$ cat config.mk
export PLATFORM = sky130hd
export DESIGN_NAME = vna_ram
export DESIGN_NICKNAME = d
export VERILOG_FILES = /design/src/design/vna_ram.sv
export SDC_FILE = /design/constraint.sdc
export NUM_CORES = 1
export LEC_CHECK = 0
export BUFFER_PORTS_ARGS = -buffer_cell sky130_fd_sc_hd__buf_2
export CORE_MARGIN = 10
export CORE_UTILIZATION = 58
export CTS_CLUSTER_SIZE = 10
export DETAILED_ROUTE_END_ITERATION = 6
export PLACE_DENSITY = 0.76
export SYNTH_ARGS = -nofsm -noshare
export SYNTH_HDL_FRONTEND = slang
export SYNTH_SLANG_ARGS = --single-unit
$ cat constraint.sdc
create_clock -name clk -period 1.8 [get_ports clk]
set_input_delay 0.09 -clock clk [delete_from_list [all_inputs] [get_ports clk]]
set_output_delay 0.09 -clock clk [all_outputs]
set_load 0.01 [all_outputs]
$ cat src/design/vna_ram.sv
// vna_ram: generic single-port synchronous ram, registered read
// depends on: nothing
`default_nettype none
module vna_ram #(
    parameter int Width = 8,
    parameter int Depth = 16
) (
    input  wire logic                     clk,
    input  wire logic                     we,
    input  wire logic [$clog2(Depth)-1:0] addr,
    input  wire logic [Width-1:0]         wdata,
    output logic      [Width-1:0]         rdata
);
    logic [Width-1:0] mem [Depth];

    // write and registered read
    always_ff @(posedge clk)
    begin
        if (we)
        begin
            mem[addr] <= wdata;
        end
        rdata <= mem[addr];
    end
endmodule
`default_nettype wire

==> flow_summary.yaml <==
worst_setup_path:
  worstRegToRegCells: 3
  cp_max_fo: 1
  r2r-start: "mem[0][6]$_DFFE_PP_"
  crit_start: "mem[0][6]$_DFFE_PP_"
  endpoint_kind: "register"
  arrival_ns: 1.78
  crit_type: "register to register"
  start_kind: "register"
  crit_required_ns: 2.18
sta:
  skew_ns: 0.00445
  drv_slew: 0
  final-hold-violation-count: 0
  setup_viol: 0
  rsz0062_at_grt: "false"
  maxSlewHeadroom: 0.743
  final.setup.tns_ns: 0
  tightest_slew_ns: 0.383
  fin_crit_sh: 0.775
  min_period_ns: 1.40
  max_freq_mhz: 717
cts:
  cts-root-buf: "clkbuf_8"
  cts_max_level: 4
  cts_resized: 0
  cts_buffer_depth: 2
  cts_tree: "built"
  clk_pin_slew_ns: 0.06
  numCtsBuffers: 17
  insertion_delay_ns: 0.51
  numClockSinks: 136
global_routing:
  grt_pass1_vias: 2706
  grt_util_met2: 0.253
  grt-busiest-layer: "met2"
  gr-total-overflow: 0
  grt_pass1_wl_um: 15500
  grt_max_degree: 40
  met1_usage: 0.200
  grt_usage: 0.161
  grt_antenna_before_repair: 0
  grt_use_met3: 0.0441
hold_path:
  hp-class: "primary input to register"
  worst_hold_startpoint: "addr[3]"
  hold_path_depth: 4
logic_synthesis:
  syn-cell-area_um2: 5070
  syn_nets: 244
  syn_avg_cell_area_um2: 22.0
  ys_warn_count: 0
  synth_cell_type_count: 18
  yosysSeqAreaShare: 0.790
  ys_ff_latch: 136
  syn_inst: 230
floorplanning:
  coreArea_um2: 8590
  rows: 34
  die_x_um: 113
  ios: 22
  die-area_um2: 12900
  die_y_um: 113
  start_util: 0.590
routing:
  vias_per_cell: 5.89
  avgRoutedWirePerCell_um: 23.2
  drt_iter0_drc: 197
  wl_um: 9760
  firstDrtPassIters: 4
  drc: 0
  vias: 2481
  antenna_left: 0
placement:
  gp_congestion: 0.784
  hpwl_um: 6250
  io_buffers: 21
cells_and_area:
  drive_gt1_frac: 0.380
  diodes: 0
  fin_nets: 314
  syn2layout_area_growth_pct: 23.4
  fillCellCount: 488
  finish.utilization: 0.728
pwr:
  cellPowerDensity_nw_per_um2: 1220
  ir_worst_vdd_v: 0.000680
  p_leak_nw: 2.15
outcome:
  status: "finished, final reports clean"
run:
  drv_cap: 0
## sequential cells by signal, indices dropped and copies added, names as in the netlist
| name | flops |
|---|---|
| rdata | 8 |
| mem | 128 |
## critical path, stage by stage, from the launching register on
cell      delay (ns)
edfxtp_1        0.38
mux4_2          0.46
a22oi_1         0.32
nand2_1         0.11
## logic make-up (layout without fill, tap and decap cells)
family	after synthesis	after routing	synth area share
mux	32	32	0.142
compound gates	16	16	0.0237
buf+inv	11	94	0.0119
simple gates	35	35	0.0321
flops	136	136	0.790
## synth_stat cells (all sizes together)
cell type  count  share of area
nand2b         2         0.0025
a22oi         16          0.024
nor3           4         0.0040
dfxtp          8          0.032
nand2          9         0.0067
nand3b         2         0.0030
edfxtp       128           0.76
or3b           1         0.0017
nand3          1        0.00099
mux4          32           0.14
and2           1         0.0012
nor2          13         0.0096
nor2b          2         0.0025
clkbuf         3         0.0025
buf            8         0.0094
## timing repair
item | in CTS | in global routing
setup endpoints to repair | 0 | 0
setup buffers | 0 | 0
endpoints found under the hold margin | 128 | 0
hold buffers | 8 | 0
## cell type report
| cell class | count | area (um^2) | area share |
|---|---|---|---|
| Tap cell | 108 | 135 | 0.0216 |
| Timing Repair Buffer | 62 | 470 | 0.0752 |
| Clock inverter | 15 | 225 | 0.0360 |
| Clock buffer | 17 | 414 | 0.0662 |
| Multi-Input combinational cell | 83 | 1000 | 0.160 |
| Sequential cell | 136 | 4000 | 0.640 |
## per-layer routing
layer	wire length, um	part of all wire	up-vias
li1	-	-	1106
met1	3970	0.41	1276
met2	5050	0.52	81
met3	523	0.054	18
met4	214	0.022	0
met5	0	0	-
## metrics by stage
step	area [um^2]	total power, mW	hold WS [ns]	setup WS, ns	cells
global placement	5530	3.97	0.473	0.191	381
finish	6250	7.61	0.176	0.404	421
global route	6250	7.84	0.187	0.347	421
floorplan	5070	3.81	0.189	0.217	230
detailed placement	5530	3.98	0.488	0.183	381
CTS	6250	7.65	0.151	0.407	421
## power by group
group / switching, mW / total, mW / internal (mW)
sequential: 0.0198 / 3.56 / 3.54
combinational: 0.199 / 0.367 / 0.169
clock: 1.29 / 3.68 / 2.40
total: 1.50 / 7.61 / 6.11
## worst paths after layout
path / to / slack (ns)
worst max-delay path: rdata[6]$_DFF_P_ / 0.40
worst min-delay path: rdata[5]$_DFF_P_ / 0.18
worst max register to register: rdata[6]$_DFF_P_ / 0.40
worst min register to register: rdata[2]$_DFF_P_ / 0.68
## layout by cell type (no fill, tap or decap)
master and n:
edfxtp_1 128, mux4_2 32, buf_4 30, buf_2 21, a22oi_1 16, clkbuf_16 16
nor2_1 13, nand2_1 9, dlygate4sd3_1 8, dfxtp_1 8, bufinv_16 5, nor3_1 4
clkinv_4 4, clkinv_2 3, buf_12 3, nor2b_1 2, nand3b_1 2, nand2b_1 2
inv_6 2, and2_1 1, nand3_1 1, or3b_2 1, clkbuf_8 1, clkinvlp_4 1
Note: power is estimated with default switching activity, not from simulation.
