**src/design/vna_pkg.sv**
```systemverilog
// vna_pkg: constants and types shared by the vertex normal averager
// depends on: nothing
`default_nettype none
package vna_pkg;
    localparam int VertexCountDef = 1024;
    localparam int CoordWidthDef  = 16;
    localparam int AccumWidthDef  = 20;
    localparam int IdxW           = 10;
    localparam int FieldW         = 16;
    localparam int UnitOne        = 16384;
    localparam int NormHigh       = 24;
    localparam int NormLow        = 23;
    localparam int MagW           = 64;

    localparam logic [1:0] ACT_LOAD = 2'd0;
    localparam logic [1:0] ACT_TRI  = 2'd1;
    localparam logic [1:0] ACT_READ = 2'd2;

    typedef struct packed {
        logic [1:0]        action;
        logic [IdxW-1:0]   vertex_index;
        logic [FieldW-1:0] pos_x;
        logic [FieldW-1:0] pos_y;
        logic [FieldW-1:0] pos_z;
        logic [IdxW-1:0]   corner_a;
        logic [IdxW-1:0]   corner_b;
        logic [IdxW-1:0]   corner_c;
    } vna_in_t;

    typedef struct packed {
        logic [FieldW-1:0] normal_x;
        logic [FieldW-1:0] normal_y;
        logic [FieldW-1:0] normal_z;
        logic              degenerate;
    } vna_out_t;

    // control between sequencer and scaling unit
    typedef struct packed {
        logic start;
        logic busy;
        logic done;
    } vna_unit_ctl_t;
endpackage
`default_nettype wire

```
**src/design/vna_scale.sv**
```systemverilog
// vna_scale: multi-cycle unit-vector scaling (normalize, isqrt, divide)
// depends on: vna_pkg
`default_nettype none
module vna_scale
    import vna_pkg::*;
#(
    parameter int InW = 40
) (
    input  wire logic                  clk,
    input  wire logic                  rst_n,
    input  wire logic                  start,
    input  wire logic signed [InW-1:0] in_x,
    input  wire logic signed [InW-1:0] in_y,
    input  wire logic signed [InW-1:0] in_z,
    output logic                       done,
    output logic                       zero,
    output logic signed [FieldW-1:0]   out_x,
    output logic signed [FieldW-1:0]   out_y,
    output logic signed [FieldW-1:0]   out_z
);
    localparam logic [2:0] S_IDLE = 3'd0;
    localparam logic [2:0] S_NORM = 3'd1;
    localparam logic [2:0] S_SQ   = 3'd2;
    localparam logic [2:0] S_SQRT = 3'd3;
    localparam logic [2:0] S_DIV  = 3'd4;
    localparam logic [2:0] S_FIN  = 3'd5;
    localparam int MW = 25;
    localparam int SW = 52;
    localparam int QW = 16;
    localparam int DW = MW + 15;

    logic [2:0]          state_reg;
    logic [InW-1:0]      m_reg [3];
    logic [2:0]          neg_reg;
    logic [1:0]          comp_reg;
    logic [SW-1:0]       sum_reg;
    logic [SW-1:0]       rem_reg;
    logic [SW-1:0]       root_reg;
    logic [SW-1:0]       bit_reg;
    logic [DW-1:0]       num_reg;
    logic [DW-1:0]       drem_reg;
    logic [QW-1:0]       q_reg;
    logic [5:0]          cnt_reg;
    logic [QW-1:0]       res_reg [3];
    logic                zero_reg;
    logic                done_reg;

    logic [InW-1:0] mx;
    logic [MW-1:0]  len;
    logic [DW-1:0]  shl;
    logic [DW:0]    trial;

    // largest magnitude
    always_comb
    begin
        mx = m_reg[0];
        if (m_reg[1] > mx)
        begin
            mx = m_reg[1];
        end
        if (m_reg[2] > mx)
        begin
            mx = m_reg[2];
        end
    end

    assign len   = root_reg[MW-1:0];
    assign shl   = {drem_reg[DW-2:0], num_reg[DW-1]};
    assign trial = {1'b0, shl} - {{(DW+1-MW){1'b0}}, len};

    // sequencer: one shift, one root step or one quotient bit a cycle
    always_ff @(posedge clk or negedge rst_n)
    begin
        if (!rst_n)
        begin
            state_reg <= S_IDLE;
            done_reg  <= 1'b0;
        end
        else
        begin
            done_reg <= 1'b0;
            unique case (state_reg)
                S_IDLE:
                begin
                    if (start)
                    begin
                        neg_reg   <= {in_z[InW-1], in_y[InW-1], in_x[InW-1]};
                        m_reg[0]  <= in_x[InW-1] ? -in_x : in_x;
                        m_reg[1]  <= in_y[InW-1] ? -in_y : in_y;
                        m_reg[2]  <= in_z[InW-1] ? -in_z : in_z;
                        state_reg <= S_NORM;
                    end
                end
                S_NORM:
                begin
                    if (mx == '0)
                    begin
                        zero_reg  <= 1'b1;
                        res_reg[0] <= '0;
                        res_reg[1] <= '0;
                        res_reg[2] <= '0;
                        done_reg  <= 1'b1;
                        state_reg <= S_IDLE;
                    end
                    else if (mx >= (InW'(1) << NormHigh))
                    begin
                        for (int i = 0; i < 3; i++)
                        begin
                            m_reg[i] <= m_reg[i] >> 1;
                        end
                    end
                    else if (mx < (InW'(1) << NormLow))
                    begin
                        for (int i = 0; i < 3; i++)
                        begin
                            m_reg[i] <= m_reg[i] << 1;
                        end
                    end
                    else
                    begin
                        zero_reg  <= 1'b0;
                        comp_reg  <= 2'd0;
                        sum_reg   <= '0;
                        state_reg <= S_SQ;
                    end
                end
                S_SQ:
                begin
                    sum_reg <= sum_reg + SW'(m_reg[comp_reg][MW-1:0] * m_reg[comp_reg][MW-1:0]);
                    if (comp_reg == 2'd2)
                    begin
                        root_reg  <= '0;
                        bit_reg   <= SW'(1) << (SW - 2);
                        state_reg <= S_SQRT;
                    end
                    else
                    begin
                        comp_reg <= comp_reg + 2'd1;
                    end
                end
                S_SQRT:
                begin
                    if (bit_reg == '0)
                    begin
                        comp_reg  <= 2'd0;
                        num_reg   <= DW'(m_reg[0][MW-1:0]) * DW'(UnitOne)
                                     + DW'(root_reg[MW-1:1]);
                        drem_reg  <= '0;
                        cnt_reg   <= '0;
                        state_reg <= S_DIV;
                    end
                    else
                    begin
                        if (rem_reg >= root_reg + bit_reg)
                        begin
                            rem_reg  <= rem_reg - root_reg - bit_reg;
                            root_reg <= (root_reg >> 1) + bit_reg;
                        end
                        else
                        begin
                            root_reg <= root_reg >> 1;
                        end
                        bit_reg <= bit_reg >> 2;
                    end
                end
                S_DIV:
                begin
                    // restoring division, one quotient bit per cycle
                    num_reg <= num_reg << 1;
                    if (!trial[DW])
                    begin
                        drem_reg <= trial[DW-1:0];
                        q_reg    <= {q_reg[QW-2:0], 1'b1};
                    end
                    else
                    begin
                        drem_reg <= shl;
                        q_reg    <= {q_reg[QW-2:0], 1'b0};
                    end
                    if (cnt_reg == 6'(DW - 1))
                    begin
                        state_reg <= S_FIN;
                    end
                    else
                    begin
                        cnt_reg <= cnt_reg + 6'd1;
                    end
                end
                S_FIN:
                begin
                    res_reg[comp_reg] <= neg_reg[comp_reg] ? -q_reg : q_reg;
                    if (comp_reg == 2'd2)
                    begin
                        done_reg  <= 1'b1;
                        state_reg <= S_IDLE;
                    end
                    else
                    begin
                        comp_reg  <= comp_reg + 2'd1;
                        num_reg   <= DW'(m_reg[comp_reg+2'd1][MW-1:0]) * DW'(UnitOne)
                                     + DW'(root_reg[MW-1:1]);
                        drem_reg  <= '0;
                        cnt_reg   <= '0;
                        state_reg <= S_DIV;
                    end
                end
                default:
                begin
                    state_reg <= S_IDLE;
                end
            endcase
            if (state_reg == S_SQ && comp_reg == 2'd2)
            begin
                rem_reg <= sum_reg + SW'(m_reg[2][MW-1:0] * m_reg[2][MW-1:0]);
            end
        end
    end

    assign done  = done_reg;
    assign zero  = zero_reg;
    assign out_x = res_reg[0];
    assign out_y = res_reg[1];
    assign out_z = res_reg[2];
endmodule
`default_nettype wire

```
**config.mk**
```make
export PLATFORM = sky130hd
export DESIGN_NAME = vna_scale
export DESIGN_NICKNAME = d
export VERILOG_FILES = /design/src/design/vna_pkg.sv /design/src/design/vna_scale.sv
export SDC_FILE = /design/constraint.sdc
export NUM_CORES = 2
export LEC_CHECK = 0
export BUFFER_PORTS_ARGS = -buffer_cell sky130_fd_sc_hd__buf_2
export CAP_MARGIN = 10
export CORE_UTILIZATION = 50
export DETAILED_ROUTE_END_ITERATION = 16
export GPL_TIMING_DRIVEN = 0
export PLACE_DENSITY = 0.67
export SYNTH_ARGS = -nofsm -noshare
export SYNTH_HDL_FRONTEND = slang
export SYNTH_SLANG_ARGS = --single-unit
```
**constraint.sdc**
```tcl
create_clock -name clk -period 11 [get_ports clk]
set_input_delay 3.3 -clock clk [delete_from_list [all_inputs] [get_ports clk]]
set_output_delay 3.3 -clock clk [all_outputs]
set_load 0.005 [all_outputs]
```
==> qor.txt <==
via/cell ratio: 5.730
worst path arrival time: 11230 ps
FMAX: 0.09246 GHz
post-DR wirelength/cell: 24.17 um
Die Ht: 384.9 um
first-pass iteration count of the detailed router: 8
CP Capture Type: register
drt first-iter violations: 5662
largest family of logic cells by synthesized area: adder cells
Worst path slowest cell: o21ai_1
TritonCTS clock tree: done
final instance area: 78850 um^2
Final Critical Period: 10820 ps
Worst R2R End: sum_reg[50]
Max Slew Vio Count: 0
syn_area_per_cell: 9.097 um^2
Max Cap Violations: 0
final net count: 10206
WP data required: 11420 ps
Hold WC Path Type: register to register
CTS Buffer Depth: 3
status: finished clean
CTS Root Cell: clkbuf_16
Placed Area: 76980 um^2
Seq/Total Area, Yosys: 18.91%
Worst slew margin: 3.353%
cell mode on critical path: fa_1
postcts setup bufs: 0
DR vias: 58956
final setup vio count: 0
largest net degree at the start of global routing: 53
CP Max Fanout: 10
core area: 145600 um^2
final worst-path cycle share: 98.33%
vias in the first global route: 59336
crit path to: sum_reg[50]
FF-to-FF path depth: 28
post-cts sizing count: 12
Synth Area in Simple Gates: 13.20%
ys flop type: edfxtp_1
area fraction in compound gates after synthesis: 11.83%
TritonCTS Buffers: 58
I/O pin total: 173
CTS sink count: 463
post-route ant nets: 0
post-synthesis xor/xnor area fraction: 5.066%
flop2flop setup slack: 180 ps
Post-Syn Area: 73310 um^2
synthesis-to-layout area growth: 7.565%
final wirelength: 248700 um
Worst-path clk slew: 60 ps
placed cell count: 10178
worst skew pair latency: 730 ps
number of flops mapped to enable cells by yosys: 457
Die Width: 384.9 um
die area: 148100 um^2
layout cells sized above 1: 4.639%
gr usage total: 33.71%
ys async rst share: 0.8639%
Worst-Margin Slew: 1440 ps
Startpoint Class: register
initial antenna violation count: 5
Hold-fix buffers, CTS: 0
Hold WS: 507.1 ps
Met2 Routed Length: 108900 um
uppermost layer routed: met5
synth unique cells: 97
first-pass GRT wire length: 371400 um
final hold violation count: 0
Final Skew: 32.21 ps
gr ovfl total: 0
GP Congestion: 1.011
Final Util: 54.17%
I/O Buffers: 172
Synthesized Nets: 9947
mux cell area share after synthesis: 0.8159%
RSZ-0062 raised after global routing: false
FF+latch count, synth: 463
H-tree levels: 2
Ys Warns: 0
Residual DRC: 0
Site Rows: 140
max reg flops: 120
Crit Path Class: register to register
non-filler cells, final: 10289
DP HPWL: 204800 um
Slowest Stage Delay on Critical Path: 580 ps
adder-cell share of the synthesized area: 41.02%
Post-Syn Instances: 8058
Initial Util: 50.36%
WL met1: 103600 um
metal3 WL: 25810 um
==> stage by stage <==
| stage | setup TNS (ps) | setup WS [ps] |
|---|---|---|
| finish | 0 | 184.1 |
| global route | 0 | 4.118 |
| CTS | 0 | 16.24 |
| detailed placement | -1213 | -372.7 |
| global placement | -574510 | -3372 |
| floorplan | 0 | 1034 |
==> cells in the mapped netlist, drive strengths merged (7+ instances only) <==
library cell / instances / share of area [%]
inv: 1469 / 7.5
fa: 1062 / 29
nand2: 821 / 4.2
nor2: 709 / 3.6
ha: 704 / 12
o21ai: 480 / 3.3
edfxtp: 457 / 19
a21oi: 338 / 2.3
clkbuf: 249 / 1.3
xor2: 220 / 2.6
xnor2: 204 / 2.4
a21o: 139 / 1.4
and2: 135 / 1.2
nand3: 90 / 0.61
nor4: 61 / 0.56
nand4: 59 / 0.50
nor3: 59 / 0.41
a211oi: 58 / 0.60
o31ai: 56 / 0.60
a31oi: 55 / 0.47
mux2i: 53 / 0.72
or3: 46 / 0.41
buf: 45 / 0.30
and3: 44 / 0.38
o21a: 44 / 0.45
nor2b: 43 / 0.37
o21bai: 37 / 0.38
nand2b: 33 / 0.29
a22oi: 29 / 0.30
o211ai: 25 / 0.26
o41ai: 25 / 0.32
or2: 20 / 0.17
or4: 14 / 0.15
a31o: 13 / 0.16
a211o: 12 / 0.14
a21boi: 11 / 0.11
clkinv: 11 / 0.056
o31a: 11 / 0.13
and4: 10 / 0.12
o22ai: 9 / 0.077
o2111ai: 7 / 0.084
o211a: 7 / 0.096
==> area by class of cell <==
cell class / count / area, um^2
fillers: 13535 / 66710
well taps: 1917 / 2399
clock inverters: 36 / 319.1
multi-input cells: 5821 / 52770
clock buffers: 70 / 1496
plain buffers: 289 / 1172
diodes: 9 / 22.52
inverters: 1480 / 5562
flip-flops and latches: 463 / 13860
repair buffers: 204 / 1246
==> cells by family after synthesis <==
kind of cell	count (synthesis)
AO/OA/AOI/OAI	1407
XOR/XNOR	424
adder cells (fa/ha/maj)	1766
buffers and inverters	1774
flip-flops	463
multiplexers	59
AND/OR/NAND/NOR	2165
==> critical path, delay by kind of cell, from the launching register on <==
| family | cells | cell delay (ps) |
|---|---|---|
| adder cells (fa/ha/maj) | 8 | 4000 |
| AO/OA/AOI/OAI | 7 | 2630 |
| buffers and inverters | 7 | 1900 |
| AND/OR/NAND/NOR | 4 | 1160 |
| flip-flops | 1 | 380 |
| multiplexers | 1 | 210 |
| XOR/XNOR | 1 | 170 |
==> layout by cell type (no fill, tap or decap), types with 44 or more instances in the layout <==
master / netlist / layout
o21a_1: 44 / 44
xor2_1: 220 / 220
and2_1: 134 / 134
fa_1: 1062 / 1062
nand2_1: 821 / 821
a21o_1: 139 / 139
nand4_1: 59 / 59
and3_1: 44 / 44
inv_1: 1467 / 1466
a21oi_1: 338 / 338
clkbuf_1: 249 / 249
buf_2: 21 / 194
ha_1: 704 / 704
mux2i_1: 53 / 53
a31oi_1: 55 / 55
clkbuf_16: 0 / 58
xnor2_1: 204 / 204
o21ai_0: 358 / 353
o31ai_1: 54 / 54
nor2_1: 709 / 709
or3_1: 44 / 44
edfxtp_1: 457 / 457
nor4_1: 58 / 58
nand3_1: 90 / 90
a211oi_1: 57 / 57
o21ai_1: 121 / 122
nor3_1: 58 / 56
==> routing by layer <==
layer,GRT usage [%],vias to the layer above
met3,9.174,518
li1,-,26754
met2,51.35,2651
met1,45.89,29027
met4,12.37,6
met5,0,-
==> worst min path at each step <==
stage	from	to	slack, ps	depth (start not counted)
floorplan	q_reg[0]	q_reg[1]	450	0
global placement	q_reg[13]	q_reg[14]	490	0
detailed placement	q_reg[11]	q_reg[12]	490	0
CTS	q_reg[13]	q_reg[14]	500	0
global route	q_reg[13]	q_reg[14]	520	0
finish	q_reg[13]	q_reg[14]	510	0
Power is left out: the tool's default activity adds up to more than one toggle a clock period on the data nets, which glitch-free logic cannot reach.
